$ cat src/hdl/accel_tilt_angle_core_macros.svh
// assertion macros shared by the tilt angle core
// no dependencies, taken in by `include
`ifndef ACCEL_TILT_ANGLE_CORE_MACROS_SVH
`define ACCEL_TILT_ANGLE_CORE_MACROS_SVH

// antecedent holds, consequent holds in the same cycle
`define ATA_ASSERT_SAME(label, clk, rst, ante, cons) \
   label: assert property (@(posedge clk) disable iff (rst) (ante) |-> (cons)) \
      else $error("tilt angle check failed");

// antecedent holds, consequent holds in the next cycle
`define ATA_ASSERT_NEXT(label, clk, rst, ante, cons) \
   label: assert property (@(posedge clk) disable iff (rst) (ante) |=> (cons)) \
      else $error("tilt angle check failed");

`endif

$ cat src/hdl/ata_pkg.sv
// types and constants of the tilt angle core
// no dependencies
`default_nettype none
package ata_pkg;

   localparam int unsigned SQRT_STEPS = 32;
   localparam int unsigned TABLE_LEN  = 24;

   localparam logic [1:0] CSR_UNITS_MODE     = 2'd0;
   localparam logic [1:0] CSR_REFERENCE_AXIS = 2'd1;

   localparam logic signed [35:0] QUARTER_TURN = 36'sd1073741824;
   localparam logic signed [35:0] HALF_TURN    = 36'sd2147483648;

   localparam logic [31:0] DEG_SCALE = 32'd46080;
   localparam logic [31:0] RAD_SCALE = 32'd3373259426;
   localparam logic [15:0] DEG_FULL  = 16'd46080;
   localparam logic [15:0] RAD_FULL  = 16'd51472;

   typedef struct packed {
      logic valid;
      logic zero;
      logic neg;
   } flags_type;

   // arctangent of 2^-i in 2^-32 turn units
   function automatic logic [31:0] atan_turn(input int idx);
      logic [31:0] r;
      case (idx)
         0:  r = 32'h20000000;
         1:  r = 32'h12E4051E;
         2:  r = 32'h09FB385B;
         3:  r = 32'h051111D4;
         4:  r = 32'h028B0D43;
         5:  r = 32'h0145D7E1;
         6:  r = 32'h00A2F61E;
         7:  r = 32'h00517C55;
         8:  r = 32'h0028BE53;
         9:  r = 32'h00145F2F;
         10: r = 32'h000A2F98;
         11: r = 32'h000517CC;
         12: r = 32'h00028BE6;
         13: r = 32'h000145F3;
         14: r = 32'h0000A2FA;
         15: r = 32'h0000517D;
         16: r = 32'h000028BE;
         17: r = 32'h0000145F;
         18: r = 32'h00000A30;
         19: r = 32'h00000518;
         20: r = 32'h0000028C;
         21: r = 32'h00000146;
         22: r = 32'h000000A3;
         23: r = 32'h00000051;
         default: r = 32'h00000000;
      endcase
      return r;
   endfunction

endpackage
`default_nettype wire

$ cat src/hdl/ata_sqrt_cell.sv
// one digit step of the pipelined square root
// depends on ata_pkg
`default_nettype none
module ata_sqrt_cell (
   input  wire logic                clock,
   input  wire logic                reset,
   input  wire logic                en,
   input  wire logic [33:0]         rem_i,
   input  wire logic [31:0]         root_i,
   input  wire logic [31:0]         src_i,
   input  wire logic signed [32:0]  a_i,
   input  wire ata_pkg::flags_type  flags_i,
   output logic      [33:0]         rem_o,
   output logic      [31:0]         root_o,
   output logic      [31:0]         src_o,
   output logic signed [32:0]       a_o,
   output ata_pkg::flags_type       flags_o
);

   logic [35:0] cur;
   logic [35:0] trial;
   logic        take;
   logic [33:0] rem_in;
   logic [31:0] root_in;
   logic [33:0] rem_ff;
   logic [31:0] root_ff;
   logic [31:0] src_ff;
   logic signed [32:0] a_ff;
   ata_pkg::flags_type flags_ff;

   always_comb begin
      cur   = {rem_i, src_i[31:30]};
      trial = {2'b00, root_i, 2'b01};
      take  = (cur >= trial);
      if (take) begin
         rem_in  = 34'(cur - trial);
         root_in = {root_i[30:0], 1'b1};
      end else begin
         rem_in  = 34'(cur);
         root_in = {root_i[30:0], 1'b0};
      end
   end

   always_ff @(posedge clock) begin
      if (reset) begin
         flags_ff <= '0;
      end else if (en) begin
         flags_ff <= flags_i;
      end
   end

   always_ff @(posedge clock) begin
      if (en) begin
         rem_ff  <= rem_in;
         root_ff <= root_in;
         src_ff  <= {src_i[29:0], 2'b00};
         a_ff    <= a_i;
      end
   end

   assign rem_o   = rem_ff;
   assign root_o  = root_ff;
   assign src_o   = src_ff;
   assign a_o     = a_ff;
   assign flags_o = flags_ff;

endmodule
`default_nettype wire

$ cat config.mk
export PLATFORM = sky130hd
export DESIGN_NAME = ata_sqrt_cell
export DESIGN_NICKNAME = d
export VERILOG_FILES = /design/src/hdl/accel_tilt_angle_core_macros.svh /design/src/hdl/ata_pkg.sv /design/src/hdl/ata_sqrt_cell.sv
export SDC_FILE = /design/constraint.sdc
export NUM_CORES = 1
export LEC_CHECK = 0
export BUFFER_PORTS_ARGS = -buffer_cell sky130_fd_sc_hd__buf_4
export CORE_MARGIN = 5
export CORE_UTILIZATION = 41
export DETAILED_ROUTE_END_ITERATION = 10
export PLACE_DENSITY = 0.76
export SETUP_SLACK_MARGIN = 0.2
export SLEW_MARGIN = 20
export SYNTH_ARGS = -nofsm -noshare
export SYNTH_HDL_FRONTEND = slang
export SYNTH_SLANG_ARGS = --single-unit
export TNS_END_PERCENT = 1
$ cat constraint.sdc
create_clock -name clock -period 4.4 [get_ports clock]
set_clock_uncertainty 0.2 [all_clocks]
set_input_delay 1.32 -clock clock [delete_from_list [all_inputs] [get_ports clock]]
set_output_delay 1.32 -clock clock [all_outputs]
set_load 0.05 [all_outputs]
# Word level (Yosys, flattened, before mapping)
# Index checks and enable logic that the tools add are counted.
[classes] n_addsub=1 magnitude_cmp=1 n_mux=2
[op_table] operator="36-bit by 34-bit >= comparator with 1-bit output" n=1
[op_table] operator="34-bit 2-to-1 mux" n=1
[op_table] operator="34-bit subtractor" n=1
[op_table] operator="1-bit 2-to-1 mux" n=1
[totals] ff_bits=132 out_inout_bits=134 elab_cells=11

# Longest topological paths before layout
# Gate-level depths: netlist (run 1).
[logic_depth] depth_word=2 ltp_mapped=13 depth_no_buf=11

# Least setup slack after synthesis (run 1)
# OpenSTA, ideal clock, no wires.
[synth_timing] path_kind="input to register" start="input root_i[27]" end="register rem_ff[16], in the netlist rem_o[16] (data pin)" t_arrival_ns=3.275 required_ns=3.942 slack_ns=0.667 cell_stages=12 cell_sequence="inv_1 -> ha_1 -> a21o_1 -> a21o_1 -> a21o_1 -> a311o_1 -> a211oi_1 -> o21a_2 -> inv_4 -> buf_2 -> nor2_1 -> a21oi_1"
[synth_via] elab_chain_len=2
[synth_rtl] element="start, declared" line="ata_sqrt_cell.sv:9" source="input wire logic [31:0] root_i,"
[synth_rtl] element="36-bit by 34-bit >= comparator with 1-bit output" line="ata_sqrt_cell.sv:34" source="take = (cur >= trial);"
[synth_rtl] element="34-bit 2-to-1 mux" line="ata_sqrt_cell.sv:35" source="if (take) begin"
[synth_rtl] element="net rem_in[16]" line="ata_sqrt_cell.sv:23" source="logic [33:0] rem_in;"
[synth_rtl] element="end signal, assigned" line="ata_sqrt_cell.sv:54" source="rem_ff <= rem_in;"
[synth_rtl] element="end, declared" line="ata_sqrt_cell.sv:25" source="logic [33:0] rem_ff;"
# The timed path passes the listed nets, and every way through them passes these cells.
# A chain may end at the register's enable or synchronous reset.

# Final worst setup path (run 1)
[layout_timing] start="input root_i[18]" end="register rem_ff[33], in the netlist rem_o[33] (data pin)"
[layout_via] elab_chain_len=2 elab_cells_between_ends=3
[layout_rtl] element="34-bit subtractor / 36-bit by 34-bit >= comparator with 1-bit output (equally long branches)" line="ata_sqrt_cell.sv:36, ata_sqrt_cell.sv:34"
[layout_rtl] element="34-bit 2-to-1 mux *" line="ata_sqrt_cell.sv:35"
[layout_rtl] element="net rem_in[33]" line="ata_sqrt_cell.sv:23"
# Mark *: on every way through the listed nets, which the timed path passes. The rest lies on a longest branch.

==> impl_metrics.csv, run 1 <==
group,metric,value,unit
status,status,"complete, no violations",
clock_network,post_cts_resized,0,
yosys,synth_seq_area_share,0.6190,
final_layout,multi_input_area,2163,µm²
setup_path,reg2reg_slack,3.56,ns
clock_network,clk_pin_slew,0.06,ns
setup_path,reg2reg_depth,2,
pwr,powerDensity,442.0,nW/µm²
final_layout,fill_cells,1273,
global_route,grt_max_degree,76,
setup_path,path_cells,"buf_4 > inv_1 > ha_1 > nand4_1 > or2_1 > nor3_1 > a311o_1 > a211oi_1 > o21a_2 > buf_4 > o41ai_1",
final_layout,area_growth,43.49,%
timing,min_period,3.812,ns
setup_path,r2r_end,"flags_o[1]",
timing,slew_headroom,0.5213,
die,die-area,18090,µm²
die,die_y,134.5,µm
global_route,grt_use_total,0.1962,
yosys,netlist_area,6355,µm²
final_layout,drive_gt1_frac,0.3913,
place,gp_congestion,0.8877,
setup_path,endpoint_kind,"flip-flop",
global_route,grt_pass1_wl,27080,µm
worst_hold_path,hp-start,"flags_o[0]",
routing,wl_per_cell,18.21,µm
routing,highest_layer,"met4",
die,core_area,15200,µm²
clock_network,cts_max_path_buffers,2,
yosys,syn_area_per_cell,12.32,µm²
timing,whs,0.3043,ns
timing,worstMarginPinSlew,0.7180,ns
yosys,synth_top_area_share,0.6096,
yosys,post-synth-top-area-cell,"edfxtp_1",
pwr,p_leak,4.085,nW
routing,viasPerCell,5.006,
global_route,overflow,0,
timing,finalCritPeriodShare,0.8663,
setup_path,worstPathMaxFanout,22,
clock_network,post_cts_buffers,0,
setup_path,crit_family,"compound AO/OA/AOI/OAI gates",
global_route,antenna_found_initial,0,
global_route,grt_pass1_vias,4927,
clock_network,clock_latency,0.41,ns
routing,met1Wirelength,7081,µm
setup_path,crit_type,"input pin to flip-flop",
worst_hold_path,min_to,"flags_o[0]",
die,fp-row-count,45,
final_layout,register_area,3934,µm²
job,maxCapViolations,0,
die,io_pins,271,
final_layout,layout_commonest_cell,"buf_4",
yosys,ys_types,57,
routing,ant_nets,0,
setup_path,crit_buf_inv,3,
routing,wl_met2,9047,µm
timing,tns,0,ns
setup_path,start_kind,"input pin",
timing,hold_violations,0,
clock_network,htreeDepth,4,
final_layout,final_cell_mix,"buf_4, edfxtp_1, a21oi_1",
clock_network,cts_sinks,132,
setup_path,reg2reg_from,"flags_o[1]",
setup_path,worstPathRequired,4.36,ns
setup_path,slowest_delay,0.52,ns
clock_network,cts_buffers,17,
final_layout,layout.cells.non_filler,993,
pwr,irDropWorstVdd,0.0002533,V
routing,wl_met3,1698,µm
yosys,synthTopCellsByArea,"edfxtp_1, ha_1, a21oi_1, a21o_1, nand2_1",
worst_hold_path,hp-class,"flip-flop to flip-flop",
setup_path,worst_path_max_delay_cell,"o41ai_1",
clock_network,cts_tree,"yes",
routing,firstDrtPassIters,4,
routing,vias,4971,
place,io_buffer_count,268,
setup_path,arrival,3.78,ns
yosys,yosys_register_bits,132,
die,fp.dieW,134.5,µm
routing,postRouteWirelength,18080,µm
timing,max_freq,262.3,MHz
clock_network,cts_root_buf,"clkbuf_16",
yosys,synth_edf_count,129,
final_layout,nets,963,
setup_path,crit_top_cell,"buf_4",
timing,rsz0062_at_grt,"false",
yosys,ys_async_sr_fraction,0,
final_layout,diodes,0,
timing,setup_viol,0,
yosys,netlist_instances,516,
yosys,ys_warn_count,0,
routing,drtIter0Drc,350,
worst_hold_path,whs_path_depth,2,
routing,drc,0,
timing,drv_slew,0,
clock_network,postCtsHoldBufs,0,
yosys,synth-main-ff-cell,"edfxtp_1",
die,start_util,0.4180,
place,dpl.cell_count,961,
place,hpwl,14190,µm
[stage by stage]
stage / worst slack [ns] / power (mW) / util / area, µm²
after CTS: 0.6193 / 4.070 / 0.5998 / 9119
final: 0.5881 / 4.031 / 0.5998 / 9119
after global routing: 0.5188 / 4.200 / 0.5998 / 9119
after floorplan: 0.6670 / 2.329 / - / 6359
after global placement: 0.1420 / 2.720 / 0.5630 / 8558
after detailed placement: 0.1910 / 2.732 / 0.5630 / 8558
[kinds of logic after synthesis]
group                      after synthesis  synth area share
buffers and inverters                   59           0.04115
other                                    1         0.0005901
DFF                                    132            0.6190
AOI/OAI and AO/OA                      137            0.1398
muxes                                    4          0.006301
adders and majority gates               34           0.06694
and+or+nand+nor                        121           0.08762
xor gates and xnor gates                28           0.03859
[state kept, by name (all words and copies together), names as in the netlist]
name,cells
rem_o,34
a_o,33
root_o,32
src_o,30
flags_o,3
[layout make-up]
type                       count  share of cell area
clock buffer                  18             0.04706
clock inverter                14             0.01441
sequential                   132              0.4314
tap                          188             0.02580
multi-input combinational    326              0.2372
inverter                      42             0.01756
timing repair buffer         273              0.2265
[cells in the mapped netlist, types with 2 or more instances]
| cell | instances |
|---|---|
| xnor2_1 | 13 |
| nor3_1 | 9 |
| o31a_1 | 2 |
| nand3_1 | 4 |
| mux2i_1 | 4 |
| a21oi_1 | 45 |
| a21boi_0 | 4 |
| inv_1 | 41 |
| o211ai_2 | 2 |
| buf_4 | 4 |
| a31oi_1 | 6 |
| a21o_1 | 22 |
| dfxtp_1 | 3 |
| xor2_1 | 15 |
| edfxtp_1 | 129 |
| and2_1 | 5 |
| nand2_1 | 42 |
| clkbuf_1 | 5 |
| o31ai_1 | 2 |
| nand4_1 | 8 |
| buf_6 | 2 |
| ha_1 | 34 |
| and3_1 | 6 |
| o41ai_1 | 2 |
| nor2_1 | 35 |
| o211ai_1 | 3 |
| nand2b_1 | 5 |
| o21ai_1 | 3 |
| buf_2 | 5 |
| o21ai_0 | 29 |
[worst max-delay path by stage]
stage          slack [ns]        from        end  cells past startpoint
2_1_floorplan        0.67  root_i[27]  rem_o[16]                     12
3_3_place_gp         0.14    rem_i[4]  rem_o[33]                     10
3_5_place_dp         0.19    rem_i[8]  rem_o[33]                     10
4_1_cts              0.62    rem_i[8]  rem_o[33]                     10
5_1_grt              0.52  root_i[19]  rem_o[33]                     11
6_report             0.59  root_i[18]  rem_o[33]                     11
[per-layer routing]
metal / vias to the layer above / global-route usage
met3: 26 / 0.08048
met4: 0 / 0.05317
met2: 190 / 0.3391
li1: 2462 / -
met1: 2293 / 0.2262
met5: - / 0
[power by group]
part	internal [mW]	switching [mW]
logic	0.378	0.759
clock network	0.783	0.543
registers	1.53	0.0341
total	2.69	1.34
[worst register-to-register path, cell delays in order (launching register included)]
cell     delay, ns
dfxtp_1       0.31
mux2i_1       0.16
nor2_1        0.06
Power figures use the tool's default switching activity.
==> run 2, diff against run 1 <==
--- a/config.mk
+++ b/config.mk
@@ -8,8 +8,9 @@
 export BUFFER_PORTS_ARGS = -buffer_cell sky130_fd_sc_hd__buf_4
 export CORE_MARGIN = 5
 export CORE_UTILIZATION = 41
+export CTS_CLUSTER_SIZE = 24
 export DETAILED_ROUTE_END_ITERATION = 10
-export PLACE_DENSITY = 0.76
+export PLACE_DENSITY = 0.7
 export SETUP_SLACK_MARGIN = 0.2
 export SLEW_MARGIN = 20
 export SYNTH_ARGS = -nofsm -noshare
==> run 2 against run 1 <==
Against the previous run:
- sequential power about the same
- critical endpoint is now rem_o[31]
- total power up 2.4%
- utilization is 0.40 points higher
==> impl_metrics.csv, run 2 (synthesis results as in run 1) <==
group,metric,value,unit
timing,tns,0,ns
routing,postRouteWirelength,18410,µm
setup_path,arrival,3.67,ns
clock_network,cts_sinks,132,
setup_path,worstPathMaxFanout,6,
pwr,powerDensity,449.8,nW/µm²
final_layout,area_growth,44.44,%
setup_path,reg2reg_slack,3.57,ns
timing,rsz0062_at_grt,"false",
timing,max_freq,274.8,MHz
setup_path,endpoint_kind,"flip-flop",
place,gp_congestion,0.8613,
pwr,finalPower,4.129,mW
worst_hold_path,whs_path_depth,2,
final_layout,drive_gt1_frac,0.3928,
worst_hold_path,min_to,"flags_o[2]",
global_route,antenna_found_initial,0,
status,status,"complete, no violations",
global_route,grt_pass1_wl,28370,µm
die,start_util,0.4180,
routing,vias,5044,
routing,viasPerCell,5.069,
setup_path,cp_num_cells,10,
setup_path,path_cells,"buf_4 > ha_1 > a21o_1 > a31o_2 > a221oi_2 > o211ai_2 > nand4_1 > a21boi_2 > and4_1 > o41ai_2",
clock_network,htreeDepth,4,
global_route,grt_max_degree,59,
timing,hold_violations,0,
pwr,switchingPower,1.364,mW
setup_path,r2r_end,"flags_o[1]",
die,fp.dieW,134.5,µm
final_layout,nets,965,
global_route,overflow,0,
die,die_y,134.5,µm
setup_path,reg2reg_from,"flags_o[1]",
pwr,clockPowerShare,0.344,
routing,wl_per_cell,18.50,µm
clock_network,cts_root_buf,"clkbuf_16",
setup_path,crit_buf_inv,1,
clock_network,post_cts_resized,0,
timing,worstMarginPinSlew,0.5623,ns
setup_path,worstPathRequired,4.43,ns
clock_network,clk_pin_slew,0.06,ns
pwr,irDropWorstVdd,0.0002466,V
clock_network,cts_buffers,17,
global_route,grt_pass1_vias,5144,
final_layout,final_cell_mix,"buf_4, edfxtp_1, a21oi_1",
setup_path,start_kind,"input pin",
timing,setup_viol,0,
clock_network,cts_tree,"yes",
timing,min_period,3.639,ns
setup_path,slowest_delay,0.38,ns
pwr,p_int,2.765,mW
final_layout,layout_commonest_cell,"buf_4",
routing,drc,0,
final_layout,diodes,0,
place,hpwl,14540,µm
pwr,swShare,0.3303,
final_layout,largest_reg_flops,34,
pwr,pwr-share-seq,0.381,
setup_path,worst_path_max_delay_cell,"ha_1",
die,io_pins,271,
job,maxCapViolations,0,
clock_network,cts_max_path_buffers,2,
setup_path,crit_type,"input pin to flip-flop",
clock_network,clock_latency,0.41,ns
routing,firstDrtPassIters,4,
setup_path,reg2reg_depth,2,
die,core_area,15200,µm²
worst_hold_path,hp-start,"flags_o[2]",
pwr,p_leak,4.104,nW
routing,ant_nets,0,
die,fp-row-count,45,
die,die-area,18090,µm²
worst_hold_path,hp-class,"flip-flop to flip-flop",
setup_path,crit_family,"compound AO/OA/AOI/OAI gates",
clock_network,postCtsHoldBufs,0,
timing,drv_slew,0,
place,io_buffer_count,268,
clock_network,post_cts_buffers,0,
global_route,grt_use_total,0.2024,
routing,drtIter0Drc,231,
pwr,combPwrFrac,0.276,
timing,slew_headroom,0.6252,
timing,finalCritPeriodShare,0.8271,
-- run 2: cell types whose count changed in the layout (fill, tap and decap cells not counted) --
cell,change
inv_6,+3
clkinv_4,-4
buf_4,+1
bufinv_16,+1
inv_8,+1
buf_12,+1
clkinv_2,-3
clkinvlp_4,+2
-- run 2: power by group through the flow --
stage / sequential, mW / clock (mW) / combinational (mW)
after global placement: 1.60 / 0 / 1.13
after detailed placement: 1.60 / 0 / 1.14
final: 1.57 / 1.42 / 1.14
after global routing: 1.58 / 1.51 / 1.20
after floorplan: 2.04 / 0 / 0.291
after CTS: 1.57 / 1.45 / 1.14
-- run 2: how the worst max path moves through the flow --
stage                    start         to  slack [ns]
floorplan           root_i[27]  rem_o[16]        0.67
global placement      rem_i[9]  rem_o[31]        0.37
detailed placement   rem_i[15]  rem_o[14]        0.39
CTS                   rem_i[9]  rem_o[31]        0.78
global route         rem_i[15]  rem_o[24]        0.62
finish                rem_i[9]  rem_o[31]        0.76
-- run 2: worst min-delay path, cell delays in order (launching register included) --
cell	delay [ns]
dfxtp_1	0.33
mux2i_1	0.07
nor2_1	0.09
-- run 2: cell type report --
| cell class | instances | area, µm² |
|---|---|---|
| clock inverter | 14 | 163.9 |
| fill | 1266 | 6023 |
| clock buffer | 18 | 429.2 |
| inverter | 42 | 160.2 |
| tap | 188 | 235.2 |
| sequential | 132 | 3934 |
| multi-input combinational | 326 | 2163 |
| timing repair buffer | 275 | 2093 |
-- run 2: metal layers --
metal | vias to the layer above | share of wire | GRT usage
li1 | 2461 | - | -
met4 | 0 | 0.015 | 0.05826
met3 | 22 | 0.086 | 0.07489
met1 | 2380 | 0.40 | 0.2346
met2 | 181 | 0.50 | 0.3525
met5 | - | 0 | 0
-- run 2: metrics by stage --
stage                       util  worst slack, ns  instances  hold WS [ns]  cell area, µm²
final                     0.6038           0.7607        995        0.3286            9179
after global routing      0.6038           0.6189        995        0.3671            9179
after CTS                 0.6038           0.7769        995        0.3400            9179
after global placement    0.5648           0.3718        963        0.2766            8586
after detailed placement  0.5648           0.3900        963        0.3005            8586
after floorplan                -           0.6670        517        0.5326            6359
==> run 3, diff against run 2 <==
==> constraint.sdc (replaced) <==
create_clock -name clock -period 3.35 [get_ports clock]
set_clock_uncertainty 0.2 [all_clocks]
set_input_delay 1.005 -clock clock [delete_from_list [all_inputs] [get_ports clock]]
set_output_delay 1.005 -clock clock [all_outputs]
set_load 0.05 [all_outputs]
==> run 3 against run 2 <==
Against the previous run:
- combinational power increased by 48%
- die area unchanged
- sequential cell count unchanged
==> impl_metrics.csv, run 3 (synthesis results as in run 1) <==
group,metric,value,unit
status,status,"complete, no violations",
die,fp.dieW,134.5,µm
routing,wl_per_cell,17.98,µm
die,fp-row-count,45,
setup_path,crit_buf_inv,2,
pwr,powerDensity,557.9,nW/µm²
die,core_area,15200,µm²
timing,setup_viol,0,
place,io_buffer_count,268,
pwr,irDropWorstVdd,0.0003410,V
final_layout,layout.cells.non_filler,1084,
final_layout,area_growth,59.03,%
clock_network,postCtsHoldBufs,0,
timing,drv_slew,0,
clock_network,htreeDepth,4,
timing,worstMarginPinSlew,0.5104,ns
routing,drc,0,
final_layout,final_cell_mix,"buf_4, edfxtp_1, nand2_1",
setup_path,arrival,3.17,ns
timing,rsz0062_at_grt,"true",
timing,min_period,3.135,ns
setup_path,path_cells,"buf_4 > inv_2 > ha_4 > a21o_1 > a31o_2 > a221oi_4 > o211ai_2 > nand4_1 > a21boi_4 > and4_1 > o41ai_2",
final_layout,layout_commonest_cell,"buf_4",
final_layout,nets,1054,
global_route,grt_pass1_wl,29660,µm
final_layout,final_util,0.6648,
clock_network,clk_pin_slew,0.06,ns
setup_path,worstPathMaxFanout,5,
clock_network,clock_latency,0.42,ns
die,die-area,18090,µm²
timing,hold_violations,0,
setup_path,worst_path_max_delay_cell,"a221oi_4",
routing,ant_nets,0,
setup_path,cp_num_cells,11,
clock_network,cts_tree,"yes",
clock_network,cts_root_buf,"clkbuf_16",
final_layout,drive_gt1_frac,0.4911,
setup_path,crit_start,"root_i[9]",
final_layout,largest_reg_flops,34,
die,start_util,0.4180,
global_route,grt_pass1_vias,5655,
final_layout,diodes,0,
timing,finalCritPeriodShare,0.9357,
routing,postRouteWirelength,19490,µm
routing,drtIter0Drc,278,
clock_network,cts_max_path_buffers,2,
clock_network,cts_buffers,17,
pwr,p_leak,4.570,nW
timing,slew_headroom,0.6597,
global_route,antenna_found_initial,0,
setup_path,r2r_end,"flags_o[0]",
place,postPlaceCellArea,9296,µm²
global_route,grt_max_degree,52,
place,dpl.cell_count,1050,
setup_path,reg2reg_depth,2,
setup_path,setup.worst_path.end,"rem_o[31]",
setup_path,start_kind,"input pin",
clock_network,cts_sinks,132,
global_route,overflow,0,
routing,firstDrtPassIters,4,
job,maxCapViolations,0,
timing,max_freq,319.0,MHz
setup_path,reg2reg_from,"flags_o[0]",
setup_path,worstPathRequired,3.39,ns
final_layout,fin_area,10110,µm²
routing,vias,5456,
setup_path,reg2reg_slack,2.53,ns
place,hpwl,15230,µm
setup_path,slowest_delay,0.33,ns
worst_hold_path,hp-class,"flip-flop to flip-flop",
routing,viasPerCell,5.033,
die,die_y,134.5,µm
global_route,grt_use_total,0.2092,
place,gp_congestion,0.9153,
setup_path,endpoint_kind,"flip-flop",
die,io_pins,271,
setup_path,crit_type,"input pin to flip-flop",
setup_path,crit_family,"compound AO/OA/AOI/OAI gates",
## run 3: report_power, final
| part | total (mW) | leakage (nW) | switching (mW) | internal, mW |
|---|---|---|---|---|
| logic | 1.69 | 3.00 | 1.05 | 0.637 |
| clock network | 1.88 | 0.279 | 0.770 | 1.11 |
| registers | 2.06 | 1.29 | 0.0491 | 2.01 |
## run 3: how the worst min path moves through the flow
| stage | start | end | slack [ns] | cells past startpoint |
|---|---|---|---|---|
| 2_1_floorplan | flags_o[0] | flags_o[0] | 0.53 | 2 |
| 3_3_place_gp | flags_o[0] | flags_o[0] | 0.28 | 2 |
| 3_5_place_dp | flags_o[2] | flags_o[2] | 0.29 | 2 |
| 4_1_cts | flags_o[2] | flags_o[2] | 0.31 | 2 |
| 5_1_grt | flags_o[2] | flags_o[2] | 0.35 | 2 |
| 6_report | flags_o[2] | flags_o[2] | 0.30 | 2 |
## run 3: repair_timing
| item | 4_1_cts | 5_1_grt |
|---|---|---|
| setup buffers | 0 | 2 |
| resized for setup | 4 | 37 |
| setup endpoints to repair | 5 | 33 |
| pin swaps | 3 | 21 |
## run 3: worst min-delay path: cells and delay by family, from the launching register on
family           cells  cell delay [ns]
flip-flops           1             0.33
AND/OR/NAND/NOR      1             0.08
multiplexers         1             0.07
## run 3: area by class of cell
class,count,area [µm²]
well taps,188,235.2
flip-flops and latches,132,3934
multi-input cells,326,2405
inverters,42,160.2
clock inverters,15,168.9
repair buffers,364,2778
clock buffers,17,425.4
fillers,1179,5096
## run 3: through the flow
step / TNS, ns / setup slack, ns / hold slack (ns) / power [mW]
final: 0 / 0.2154 / 0.3042 / 5.639
after global routing: 0 / 0.1280 / 0.3520 / 5.871
after CTS: 0 / 0.1876 / 0.3084 / 5.646
after detailed placement: -6.637 / -0.2700 / 0.2944 / 3.737
after global placement: -5.484 / -0.2358 / 0.2796 / 3.717
after floorplan: 0 / 0.06354 / 0.5326 / 3.068
## run 3: per-layer routing
metal | vias up | track usage | share of wire
met5 | - | 0 | 0
met4 | 0 | 0.05826 | 0.014
met3 | 24 | 0.07936 | 0.086
met2 | 212 | 0.3676 | 0.51
met1 | 2583 | 0.2392 | 0.39
li1 | 2637 | - | -
