===== config.mk =====
export PLATFORM = sky130hd
export DESIGN_NAME = ata_cordic_cell
export DESIGN_NICKNAME = d
export VERILOG_FILES = /design/src/hdl/accel_tilt_angle_core_macros.svh /design/src/hdl/ata_pkg.sv /design/src/hdl/ata_cordic_cell.sv
export SDC_FILE = /design/constraint.sdc
export NUM_CORES = 1
export LEC_CHECK = 0
export BUFFER_PORTS_ARGS = -buffer_cell sky130_fd_sc_hd__buf_2
export CORE_MARGIN = 2
export CORE_UTILIZATION = 45
export CTS_CLUSTER_DIAMETER = 50
export DETAILED_ROUTE_END_ITERATION = 16
export PLACE_DENSITY_LB_ADDON = 0.2
export SLEW_MARGIN = 20
export SYNTH_ARGS = -nofsm -noshare
export SYNTH_HDL_FRONTEND = slang
export SYNTH_SLANG_ARGS = --single-unit
export TNS_END_PERCENT = 20

===== constraint.sdc =====
create_clock -name clock -period 7.2 [get_ports clock]
set_input_delay 0.36 -clock clock [delete_from_list [all_inputs] [get_ports clock]]
set_output_delay 0.36 -clock clock [all_outputs]
set_load 0.01 [all_outputs]

===== src/hdl/accel_tilt_angle_core_macros.svh =====
// assertion macros shared by the tilt angle core
// no dependencies, taken in by `include
`ifndef ACCEL_TILT_ANGLE_CORE_MACROS_SVH
`define ACCEL_TILT_ANGLE_CORE_MACROS_SVH

// antecedent holds, consequent holds in the same cycle
`define ATA_ASSERT_SAME(label, clk, rst, ante, cons) \
   label: assert property (@(posedge clk) disable iff (rst) (ante) |-> (cons)) \
      else $error("tilt angle check failed");

// antecedent holds, consequent holds in the next cycle
`define ATA_ASSERT_NEXT(label, clk, rst, ante, cons) \
   label: assert property (@(posedge clk) disable iff (rst) (ante) |=> (cons)) \
      else $error("tilt angle check failed");

`endif


===== src/hdl/ata_pkg.sv =====
// types and constants of the tilt angle core
// no dependencies
`default_nettype none
package ata_pkg;

   localparam int unsigned SQRT_STEPS = 32;
   localparam int unsigned TABLE_LEN  = 24;

   localparam logic [1:0] CSR_UNITS_MODE     = 2'd0;
   localparam logic [1:0] CSR_REFERENCE_AXIS = 2'd1;

   localparam logic signed [35:0] QUARTER_TURN = 36'sd1073741824;
   localparam logic signed [35:0] HALF_TURN    = 36'sd2147483648;

   localparam logic [31:0] DEG_SCALE = 32'd46080;
   localparam logic [31:0] RAD_SCALE = 32'd3373259426;
   localparam logic [15:0] DEG_FULL  = 16'd46080;
   localparam logic [15:0] RAD_FULL  = 16'd51472;

   typedef struct packed {
      logic valid;
      logic zero;
      logic neg;
   } flags_type;

   // arctangent of 2^-i in 2^-32 turn units
   function automatic logic [31:0] atan_turn(input int idx);
      logic [31:0] r;
      case (idx)
         0:  r = 32'h20000000;
         1:  r = 32'h12E4051E;
         2:  r = 32'h09FB385B;
         3:  r = 32'h051111D4;
         4:  r = 32'h028B0D43;
         5:  r = 32'h0145D7E1;
         6:  r = 32'h00A2F61E;
         7:  r = 32'h00517C55;
         8:  r = 32'h0028BE53;
         9:  r = 32'h00145F2F;
         10: r = 32'h000A2F98;
         11: r = 32'h000517CC;
         12: r = 32'h00028BE6;
         13: r = 32'h000145F3;
         14: r = 32'h0000A2FA;
         15: r = 32'h0000517D;
         16: r = 32'h000028BE;
         17: r = 32'h0000145F;
         18: r = 32'h00000A30;
         19: r = 32'h00000518;
         20: r = 32'h0000028C;
         21: r = 32'h00000146;
         22: r = 32'h000000A3;
         23: r = 32'h00000051;
         default: r = 32'h00000000;
      endcase
      return r;
   endfunction

endpackage
`default_nettype wire


===== src/hdl/ata_cordic_cell.sv =====
// one vectoring rotation of the pipelined cordic
// depends on ata_pkg
`default_nettype none
module ata_cordic_cell #(
   parameter int IDX = 0
) (
   input  wire logic                clock,
   input  wire logic                reset,
   input  wire logic                en,
   input  wire logic signed [35:0]  x_i,
   input  wire logic signed [35:0]  y_i,
   input  wire logic signed [35:0]  z_i,
   input  wire ata_pkg::flags_type  flags_i,
   output logic signed [35:0]       x_o,
   output logic signed [35:0]       y_o,
   output logic signed [35:0]       z_o,
   output ata_pkg::flags_type       flags_o
);

   localparam logic signed [35:0] ATAN = $signed({4'b0000, ata_pkg::atan_turn(IDX)});

   logic signed [35:0] xs;
   logic signed [35:0] ys;
   logic signed [35:0] x_in;
   logic signed [35:0] y_in;
   logic signed [35:0] z_in;
   logic signed [35:0] x_ff;
   logic signed [35:0] y_ff;
   logic signed [35:0] z_ff;
   ata_pkg::flags_type flags_ff;

   always_comb begin
      xs = x_i >>> IDX;
      ys = y_i >>> IDX;
      if (y_i > 36'sd0) begin
         x_in = x_i + ys;
         y_in = y_i - xs;
         z_in = z_i + ATAN;
      end else begin
         x_in = x_i - ys;
         y_in = y_i + xs;
         z_in = z_i - ATAN;
      end
   end

   always_ff @(posedge clock) begin
      if (reset) begin
         flags_ff <= '0;
      end else if (en) begin
         flags_ff <= flags_i;
      end
   end

   always_ff @(posedge clock) begin
      if (en) begin
         x_ff <= x_in;
         y_ff <= y_in;
         z_ff <= z_in;
      end
   end

   assign x_o     = x_ff;
   assign y_o     = y_ff;
   assign z_o     = z_ff;
   assign flags_o = flags_ff;

endmodule
`default_nettype wire


Word level (Yosys, flattened, before mapping)
Index checks and enable logic that the tools add are counted.
{"block": "classes", "n_lt_le_gt_ge": 1, "mux": 3, "n_addsub": 5}
{"operator": "36-bit 2-to-1 mux", "count": 3}
{"operator": "36-bit subtractor", "count": 2}
{"operator": "36-bit by 31-bit adder with 36-bit output (second input constant)", "count": 1}
{"operator": "36-bit adder", "count": 1}
{"operator": "36-bit by 1-bit greater-than comparator with 1-bit output (second input constant)", "count": 1}
{"operator": "36-bit by 31-bit subtractor with 36-bit output (second input constant)", "count": 1}
{"block": "totals", "ff_bits": 111, "elab_cells": 15}

Depth between registers and ports, before layout
Gate-level depths: netlist of the first run.
{"block": "logic_depth", "word_depth": 2, "mapped_depth": 13, "depth_no_buf": 12}

Worst setup path before layout of the first run
OpenSTA, ideal clock, no wires.
{"block": "synth_timing", "kind": "in2reg", "start": "input y_i[33]", "end": "register z_ff[35] (netlist: z_o[35]), data pin", "setup_slack_ps": 3953, "path_buffers": 2, "cell_stages": 13, "arrival_time_ps": 2987, "path_cell_list": "nor4_1 -> nand4_1 -> nor2_1 -> a41oi_1 -> inv_2 -> buf_1 -> buf_1 -> ha_1 -> a21o_1 -> a21oi_1 -> o21bai_1 -> a21oi_1 -> xnor2_1"}
{"block": "synth_between", "elab_chain_cells": 2}
{"element": "from (decl)", "line": "ata_cordic_cell.sv:11", "text": "input wire logic signed [35:0] y_i,"}
{"element": "36-bit by 1-bit greater-than comparator with 1-bit output", "line": "ata_cordic_cell.sv:35", "text": "if (y_i > 36'sd0) begin"}
{"element": "36-bit 2-to-1 mux", "line": "ata_cordic_cell.sv:35"}
{"element": "via z_in[35]", "line": "ata_cordic_cell.sv:26", "text": "logic signed [35:0] z_in;"}
{"element": "to (signal assigned)", "line": "ata_cordic_cell.sv:58", "text": "z_ff <= z_in;"}
{"element": "to (decl)", "line": "ata_cordic_cell.sv:29", "text": "logic signed [35:0] z_ff;"}
The timed path passes the listed nets, and every way through them passes these cells.
A chain may end at the register's enable or synchronous reset.

Worst setup path in the final report of the first run
{"block": "layout_timing", "start": "input x_i[6]", "end": "register y_ff[28] (netlist: y_o[28]), data pin"}
{"block": "layout_between", "elab_chain_cells": 2}
{"element": "from (decl)", "line": "ata_cordic_cell.sv:10", "text": "input wire logic signed [35:0] x_i,"}
{"element": "36-bit adder or 36-bit subtractor (tied branches)", "line": "ata_cordic_cell.sv:41, ata_cordic_cell.sv:37"}
{"element": "36-bit 2-to-1 mux *", "line": "ata_cordic_cell.sv:35"}
{"element": "via y_in[28]", "line": "ata_cordic_cell.sv:25", "text": "logic signed [35:0] y_in;"}
{"element": "to (signal assigned)", "line": "ata_cordic_cell.sv:57", "text": "y_ff <= y_in;"}
{"element": "to (decl)", "line": "ata_cordic_cell.sv:28", "text": "logic signed [35:0] y_ff;"}
The timed path passes the listed nets; every way through them passes the cells marked *.

==> metrics.csv, run 1 <==
stage,metric,value,unit
logic_synthesis,syn_area,9930,sq um
layout,syn2layout_area_growth,16.12,%
die,die_h,152.5,um
critical_path,crit_slowest_cell,o31ai_1,
routing,drc,0,
critical_path,cp-end-kind,register,
global_route,grt_usage,27.54,%
critical_path,crit_buf_inv,2,
logic_synthesis,ys_seq_area_share,32.96,%
layout,drive_above_1_share,19.37,%
timing,post-route-period-util,51.24,%
die,io_pins,225,
cts,post_cts_resized,0,
timing,rsz0062_at_grt,false,
logic_synthesis,postSynth.asyncResetShare,0,%
status,status,finished clean,
critical_path,cp_top_family,compound AO/OA/AOI/OAI gates,
logic_synthesis,synth_warnings,0,
die,rows,54,
critical_path,arrival,3.80,ns
die,core,21760,sq um
cts,cts.sinks,110,
logic_synthesis,synth_edf_count,107,
routing,wire_per_inst,20.54,um
cts,clockRootBuffer,clkbuf_16,
die,dieArea,23270,sq um
routing,viasPerCell,5.839,
cts,tritoncts,built,
critical_path,crit_chain,buf_2 > inv_1 > ha_1 > a21oi_1 > a21oi_1 > o31ai_1 > a21oi_1 > nor3b_1 > o41ai_1 > a21oi_1 > a31oi_1 > xnor2_1,
placement,place_hpwl,25570,um
routing,num_vias,9442,
global_route,grt-ovfl-total,0,
logic_synthesis,synth_seq_cells,110,
critical_path,reg2reg_slack,6.61,ns
die,die_w,152.5,um
critical_path,max_stage_delay,0.68,ns
layout,antenna_cells,0,
critical_path,critPathMostFrequentCell,a21oi_1,
critical_path,start_kind,input port,
global_route,grt_start_max_net_pins,83,
power,p_leak,5.131,nW
timing,slew_headroom,35.95,%
cts,htree_num_levels,3,
cts,cts.clk_slew.worst_paths,0.09,ns
logic_synthesis,ys.flop_type,edfxtp_1,
cts,postCtsSetupBuffers,0,
cts,clk_path_buf_depth,2,
die,start_util,45.64,%
placement,gp_congestion,0.9560,
layout,final_nets,1561,
worst_hold_path,hold_path_class,in2reg,
global_route,antenna_found_initial,0,
layout,layout_common_cells,"buf_2, a21oi_1, inv_1, nor2_1, ha_1",
timing,min_period,3.689,ns
timing,tns,0,ns
timing,max_freq,0.2711,GHz
logic_synthesis,ys_types,70,
global_route,grt_pass1_wl,50780,um
critical_path,path_max_fanout,14,
timing,skew,0,ns
timing,worst_pin_slew,0.9608,ns
layout,layout_commonest_cell,buf_2,
cts,cts_buffers,9,
routing,routed_wl,33210,um
cts,worstSkewPairLatency,0.37,ns
critical_path,critPathRequiredTime,7.31,ns
routing,drtIter0Drc,872,
power,peakVddDrop,0.1003,mV
logic_synthesis,syn_avg_cell_area,8.680,sq um
timing,report.final.hold_viol_count,0,
timing,drv_slew,0,
critical_path,criticalPathCategory,in2reg,
run,drv_cap,0,
routing,firstDrtPassIters,6,
logic_synthesis,postSynthCellCount,1144,
timing,whs,0.1556,ns
cts,hold_buffers,0,
routing,drtAntennaViolNets,0,
power,power_density,191.2,nW/um^2
global_route,first_global_vias,9013,
timing,finalSetupViolCount,0,
logic_synthesis,synth_nets,1373,
layout,n_fill_cell,2064,
placement,port-buffer-count,224,
-- kinds of logic (layout without fill, tap and decap cells) --
| group | after synthesis | in the layout | share of synthesized area [%] |
|---|---|---|---|
| AO/OA/AOI/OAI | 375 | 375 | 23.79 |
| AND/OR/NAND/NOR | 281 | 281 | 13.18 |
| buffers and inverters | 168 | 361 | 6.628 |
| adder cells (fa/ha/maj) | 115 | 115 | 14.79 |
| flip-flops | 110 | 110 | 32.96 |
| XOR/XNOR | 74 | 74 | 6.527 |
| multiplexers | 21 | 21 | 2.117 |
-- metrics by stage --
| step | std cells | area, sq um | utilization (%) | total power, W | setup slack [ns] |
|---|---|---|---|---|---|
| finish | 1617 | 11530 | 53.00 | 0.002204 | 3.511 |
| global route | 1617 | 11530 | 53.00 | 0.002317 | 3.339 |
| global placement | 1601 | 11230 | 51.62 | 0.001673 | 3.200 |
| CTS | 1617 | 11530 | 53.00 | 0.002205 | 3.568 |
| floorplan | 1144 | 9930 | - | 0.001373 | 3.953 |
| detailed placement | 1601 | 11230 | 51.62 | 0.001672 | 3.155 |
-- routing by layer --
| layer | wire, um | global-route usage (%) | vias up |
|---|---|---|---|
| met5 | 0 | 0 | - |
| met4 | 796 | 7.981 | 0 |
| met3 | 2059 | 3.641 | 52 |
| met2 | 14790 | 43.54 | 423 |
| met1 | 15570 | 39.67 | 4494 |
| li1 | - | - | 4473 |
-- state kept, by name, summed over array words and instances (netlist names) --
register  flops
x_o          36
z_o          36
y_o          35
flags_o       3
-- final timing paths --
check / start / end / depth (start not counted)
min: z_i[14] / z_o[14] / 1
max: x_i[6] / y_o[28] / 12
min reg2reg: flags_o[1] / flags_o[1] / 2
max reg2reg: flags_o[2] / flags_o[2] / 2
-- final cells by class --
cell class / instances / area, sq um / area share, %
multi-input combinational: 866 / 6017 / 52.19
sequential: 110 / 3273 / 28.39
timing repair buffer: 227 / 1146 / 9.940
inverter: 118 / 442.9 / 3.842
tap: 280 / 350.3 / 3.039
clock buffer: 9 / 225.2 / 1.953
clock inverter: 7 / 75.07 / 0.6511
-- where the power goes --
part / internal, W / switching, W
Sequential: 0.000823 / 0.0000234
Combinational: 0.000306 / 0.000524
Clock: 0.000248 / 0.000281
-- cell usage after synthesis (3+ instances only) --
library cell | instances | area [sq um]
a21oi_1 | 147 | 735.7
inv_1 | 113 | 424.2
nor2_1 | 113 | 424.2
ha_1 | 111 | 1389
edfxtp_1 | 107 | 3213
o21ai_0 | 70 | 350.3
xnor2_1 | 70 | 613.1
nand2_1 | 56 | 210.2
clkbuf_1 | 24 | 90.09
o21bai_1 | 23 | 172.7
nor3_1 | 22 | 110.1
a21o_1 | 21 | 157.7
mux2i_1 | 21 | 210.2
nand4_1 | 16 | 100.1
nor4_1 | 16 | 100.1
nand3_1 | 15 | 75.07
nor2b_1 | 14 | 87.58
buf_2 | 13 | 65.06
o211ai_1 | 12 | 90.09
a211oi_1 | 11 | 82.58
buf_1 | 11 | 41.29
o31ai_1 | 10 | 75.07
a31oi_1 | 9 | 56.30
o21a_1 | 9 | 67.56
and2_1 | 6 | 37.54
a211o_1 | 5 | 43.79
a221oi_1 | 5 | 43.79
o21ai_1 | 5 | 25.02
or3_1 | 5 | 31.28
a21boi_0 | 4 | 30.03
a311oi_1 | 4 | 35.03
fa_1 | 4 | 80.08
nand2b_1 | 4 | 25.02
o221ai_1 | 4 | 35.03
or2_2 | 4 | 25.02
xor2_1 | 4 | 35.03
a2111oi_0 | 3 | 26.28
a41oi_1 | 3 | 26.28
clkinv_1 | 3 | 11.26
dfxtp_1 | 3 | 60.06
nand3b_1 | 3 | 22.52
o22ai_1 | 3 | 18.77
(Power assumes the default switching activity.)
==> run 2, diff against run 1 <==
- clock period: 7.2 -> 3.83 ns (I/O delays scaled with it)
==> run 2 against run 1 <==
Compared with the run above:
- non-clock buffer count increased by 57
- final area increased by 4.4%
- routed wire length increased by 1.1%
- critical path depth increased by 1
- largest power group is now combinational logic
- critical endpoint is now x_o[30]
- worst setup slack got worse by 3.1 ns
- global-route usage increased by 0.54 points
- sequential power increased by 88%
- utilization increased by 2.4 points
- first-iteration DRC count increased by 18%
==> metrics.csv, run 2 (same netlist as run 1, synthesis figures left out) <==
stage,metric,value,unit
status,status,finished clean,
layout,drive_above_1_share,20.59,%
timing,rsz0062_at_grt,false,
global_route,antenna_found_initial,0,
routing,firstDrtPassIters,6,
critical_path,criticalPathCategory,in2reg,
placement,dpl_worst_slack,0.1487,ns
die,die_h,152.5,um
power,peakVddDrop,0.2118,mV
die,rows,54,
critical_path,arrival,3.50,ns
global_route,grt_start_max_net_pins,75,
worst_hold_path,hold_path_class,in2reg,
cts,cts.sinks,110,
critical_path,crit_chain,buf_2 > inv_1 > ha_1 > buf_4 > nor2_1 > o211ai_1 > a311oi_1 > o211a_1 > o31ai_1 > a2111oi_0 > or2_0 > a41oi_1 > xnor2_1,
cts,tritoncts,built,
timing,report.final.hold_viol_count,0,
routing,routed_wl,33580,um
cts,clockRootBuffer,clkbuf_16,
global_route,first_global_vias,9426,
critical_path,cp-end-kind,register,
timing,drv_slew,0,
global_route,grt_pass1_wl,52030,um
timing,tns,0,ns
placement,dp_cells,1629,
layout,antenna_cells,0,
cts,worstSkewPairLatency,0.37,ns
die,start_util,45.64,%
critical_path,critPathRequiredTime,3.96,ns
cts,postCtsSetupBuffers,0,
power,power_density,350.0,nW/um^2
routing,drc,0,
placement,place_hpwl,26020,um
timing,worst_pin_slew,0.8405,ns
cts,clk_path_buf_depth,2,
layout,layout_common_cells,"buf_2, a21oi_1, inv_1, nor2_1, ha_1",
die,core,21760,sq um
timing,fin_ws,0.4543,ns
layout,syn2layout_area_growth,21.28,%
critical_path,crit_slowest_cell,a2111oi_0,
global_route,grt_usage,28.08,%
placement,port-buffer-count,224,
layout,n_fill_cell,2071,
timing,max_freq,0.2962,GHz
routing,num_vias,9784,
layout,final_nets,1618,
cts,htree_num_levels,3,
cts,cts.clk_slew.worst_paths,0.09,ns
critical_path,start_kind,input port,
timing,min_period,3.376,ns
layout,fin_util,55.35,%
power,p_leak,5.391,nW
timing,skew,0,ns
power,finalPower,0.004214,W
die,io_pins,225,
timing,finalSetupViolCount,0,
layout,stdcell_count,1674,
routing,drtAntennaViolNets,0,
run,drv_cap,0,
critical_path,max_stage_delay,0.60,ns
cts,cts_buffers,9,
routing,drtIter0Drc,1030,
die,dieArea,23270,sq um
routing,wire_per_inst,20.06,um
routing,viasPerCell,5.845,
die,die_w,152.5,um
critical_path,path_max_fanout,7,
global_route,grt-ovfl-total,0,
placement,gp_congestion,0.9936,
layout,layout_commonest_cell,buf_2,
timing,slew_headroom,43.45,%
timing,post-route-period-util,88.14,%
==> run 2: changes by cell type in the layout (fill, tap and decap cells not counted), sizes merged <==
cell	before	now
dlygate4sd3	0	29
buf	227	255
==> run 2: area by class of cell <==
class	count	area (sq um)	share of cell area [%]
Inverter	118	442.9	3.678
Clock buffer	9	225.2	1.870
Sequential cell	110	3273	27.18
Timing Repair Buffer	284	1659	13.78
Multi-Input combinational cell	866	6017	49.96
Clock inverter	7	75.07	0.6234
Tap cell	280	350.3	2.909
==> run 2: per-stage QoR <==
step	area (sq um)	hold WS, ns
final	12040	0.01541
after global routing	12040	-0.002366
after CTS	12030	0.0008694
after detailed placement	11450	0.3701
after global placement	11450	0.3681
after floorplan	9930	0.2639
==> run 2: worst max-delay path: cells and delay by family <==
family                   cells  cell delay (ns)
buffers and inverters        3             0.34
AO/OA/AOI/OAI                6             1.75
AND/OR/NAND/NOR              2             0.65
XOR/XNOR                     1             0.17
adder cells (fa/ha/maj)      1             0.39
==> run 2: where the power goes <==
part | switching, W | internal [W]
clock | 0.000537 | 0.000466
combinational | 0.000992 | 0.000627
sequential | 0.0000459 | 0.00155
total | 0.00157 | 0.00264
==> run 2: metal layers <==
layer,routed length [um],track usage [%]
met4,906,8.069
met1,14860,38.88
met5,0,0
met2,15000,45.07
met3,2813,5.290
==> run 2: final timing paths <==
| check | start | endpoint | slack, ns | cells past startpoint |
|---|---|---|---|---|
| min reg2reg | flags_o[1] | flags_o[1] | 0.50 | 2 |
| max | x_i[3] | x_o[30] | 0.45 | 13 |
| max reg2reg | flags_o[0] | flags_o[0] | 3.22 | 2 |
| min | z_i[23] | z_o[23] | 0.02 | 1 |
==> run 2: what timing repair did <==
action	CTS	global route
setup endpoints to repair	0	0
hold buffers	28	1
hold endpoints to repair	28	1
gates resized for setup	0	0
==> run 3, diff against run 2 <==
- ABC_AREA: not set -> 1
- CTS_BUF_LIST: not set -> sky130_fd_sc_hd__clkbuf_4
==> run 3 against run 2 <==
Compared with the run above:
- critical path depth did not move
- utilization fell by 3.0 points
- non-clock buffer count is 20 lower
- die area grew 18%
- final area rose by 12%
- worst hold slack better by 0.036 ns
==> metrics.csv, run 3 <==
stage,metric,value,unit
logic_synthesis,synth_seq_cells,110,
cts,cts.clk_slew.worst_paths,0.25,ns
routing,num_vias,12330,
critical_path,max_stage_delay,0.56,ns
worst_hold_path,worstHoldStart,y_i[0],
timing,whs,0.05142,ns
critical_path,criticalPathCategory,in2reg,
power,finalPower,0.004025,W
routing,drc,0,
critical_path,start_kind,input port,
critical_path,crit_slowest_cell,buf_4,
timing,min_period,2.589,ns
logic_synthesis,postSynth.asyncResetShare,0,%
critical_path,critPathLaunch,y_i[28],
power,power_density,297.5,nW/um^2
critical_path,arrival,2.89,ns
power,peakVddDrop,0.1895,mV
global_route,antenna_found_initial,1,
cts,clk_path_buf_depth,2,
critical_path,critPathMostFrequentCell,nand2_1,
logic_synthesis,ys_top_cells_by_count,"nand2_1, inv_1, nand3_1, nor2_1, a21oi_1",
die,die_h,165.5,um
logic_synthesis,synth_top_area_share,27.37,%
critical_path,path_depth,13,
layout,final_nets,2232,
logic_synthesis,syn_area,11740,sq um
critical_path,critPathRequiredTime,4.13,ns
critical_path,timing.rr.end,flags_o[0],
critical_path,endpoint,z_o[35],
die,io_pins,225,
routing,drtIter0Drc,1254,
routing,drtAntennaViolNets,0,
timing,report.final.hold_viol_count,0,
routing,firstDrtPassIters,6,
global_route,grt-ovfl-total,0,
cts,clockRootBuffer,clkbuf_4,
global_route,grt_start_max_net_pins,65,
critical_path,reg2reg_slack,2.71,ns
global_route,grt_usage,30.32,%
logic_synthesis,synth_top_area_cell,edfxtp_1,
critical_path,cp_top_family,simple AND/OR/NAND/NOR gates,
timing,worst_pin_slew,0.7411,ns
timing,skew,0,ns
timing,drv_slew,0,
layout,layout_commonest_cell,nand2_1,
die,start_util,45.43,%
die,rows,59,
timing,slew_headroom,50.59,%
global_route,grt_pass1_wl,62140,um
timing,finalSetupViolCount,0,
placement,gp_congestion,1.003,
cts,postCtsSetupBuffers,0,
cts,cts_buffers,9,
placement,place_hpwl,35520,um
timing,tns,0,ns
layout,layout_common_cells,"nand2_1, inv_1, buf_2, nand3_1, nor2_1",
logic_synthesis,ys_types,39,
die,dieArea,27390,sq um
cts,cts.sinks,110,
logic_synthesis,ys.flop_type,edfxtp_1,
logic_synthesis,synth_warnings,0,
logic_synthesis,netlist_top_cells_area,"edfxtp_1, nand2_1, ha_1",
timing,max_freq,0.3863,GHz
logic_synthesis,syn_avg_cell_area,6.616,sq um
timing,rsz0062_at_grt,false,
routing,viasPerCell,5.256,
worst_hold_path,hold_path_class,in2reg,
logic_synthesis,synth_edf_count,107,
status,status,finished clean,
cts,worstSkewPairLatency,0.51,ns
logic_synthesis,ys_seq_area_share,27.89,%
critical_path,cp-end-kind,register,
cts,htree_num_levels,3,
cts,post_cts_resized,0,
critical_path,timing.rr.start,flags_o[0],
critical_path,crit_chain,buf_2 > inv_1 > nand4_1 > nor3_1 > nand4_1 > nand2_2 > buf_4 > inv_2 > buf_4 > nand2_1 > nand2_1 > nand2_1 > nand2_1,
layout,drive_above_1_share,14.94,%
routing,routed_wl,42010,um
cts,hold_buffers,34,
timing,post-route-period-util,67.60,%
power,p_leak,7.106,nW
die,die_w,165.5,um
critical_path,path_max_fanout,64,
global_route,first_global_vias,11210,
layout,syn2layout_area_growth,15.28,%
worst_hold_path,min_path_cells,3,
logic_synthesis,postSynthCellCount,1774,
logic_synthesis,yosysMostFrequentCell,nand2_1,
critical_path,crit_buf_inv,5,
run,drv_cap,0,
die,core,25840,sq um
routing,wire_per_inst,17.92,um
placement,port-buffer-count,224,
logic_synthesis,synth_nets,2003,
critical_path,rr_worst_depth,3,
cts,tritoncts,built,
[run 3: cell types whose count changed after synthesis, moves of 23 or more]
| cell | before | now |
|---|---|---|
| nand3_1 | 15 | 167 |
| nand2_1 | 56 | 540 |
| buf_4 | 1 | 27 |
| nor2_1 | 113 | 136 |
| xor2_1 | 4 | 43 |
| a21oi_1 | 147 | 115 |
| xnor2_1 | 70 | 1 |
| inv_1 | 113 | 295 |
[run 3: layout make-up]
type | count | area [sq um]
Fill cell | 2684 | 12310
Multi-Input combinational cell | 1317 | 7030
Sequential cell | 110 | 3273
Timing Repair Buffer | 264 | 1509
Inverter | 301 | 1130
Tap cell | 335 | 419.2
Clock inverter | 7 | 96.34
Clock buffer | 9 | 67.56
Antenna cell | 2 | 5.005
[run 3: worst min-delay path by stage]
stage            endpoint  slack [ns]
2_1_floorplan  flags_o[0]        0.26
3_3_place_gp      z_o[14]        0.37
3_5_place_dp      z_o[17]        0.37
4_1_cts            x_o[0]        0.03
5_1_grt            x_o[0]        0.04
6_report           x_o[0]        0.05
[run 3: worst reg2reg max path, stage by stage (launching register included)]
cell,delay [ns]
dfxtp_1,0.37
nand2_1,0.05
a21oi_1,0.11
dlygate4sd3_1,0.55
[run 3: where the power goes]
group / leakage (nW) / switching, W / internal, W
logic: 5.95 / 0.00119 / 0.000576
registers: 1.07 / 0.0000526 / 0.00151
clock network: 0.0868 / 0.000518 / 0.000178
total: 7.11 / 0.00176 / 0.00227
[run 3: routing by layer]
layer  global-route usage [%]  up-vias  share of wire [%]
met5                        0        -                  0
met4                    6.936        0                2.0
met3                    3.896       38                9.7
met2                    47.62      555                 43
met1                    44.26     5632                 46
li1                         -     6100                  -
[run 3: through the flow]
stage | setup WS (ns) | cells | utilization (%) | instance area [sq um]
2_1_floorplan | 1.494 | 1774 | - | 11740
3_3_place_gp | 0.7654 | 2293 | 50.40 | 13020
3_5_place_dp | 0.7443 | 2293 | 50.40 | 13020
4_1_cts | 1.326 | 2343 | 52.35 | 13530
5_1_grt | 1.148 | 2345 | 52.37 | 13530
6_report | 1.241 | 2345 | 52.37 | 13530
[run 3: kinds of logic after synthesis]
family	count (synthesis)	synth area share, %
compound gates	232	10.57
flops	110	27.89
simple gates	926	33.53
buf+inv	347	12.22
fa+ha+maj	115	12.51
xor+xnor	44	3.283
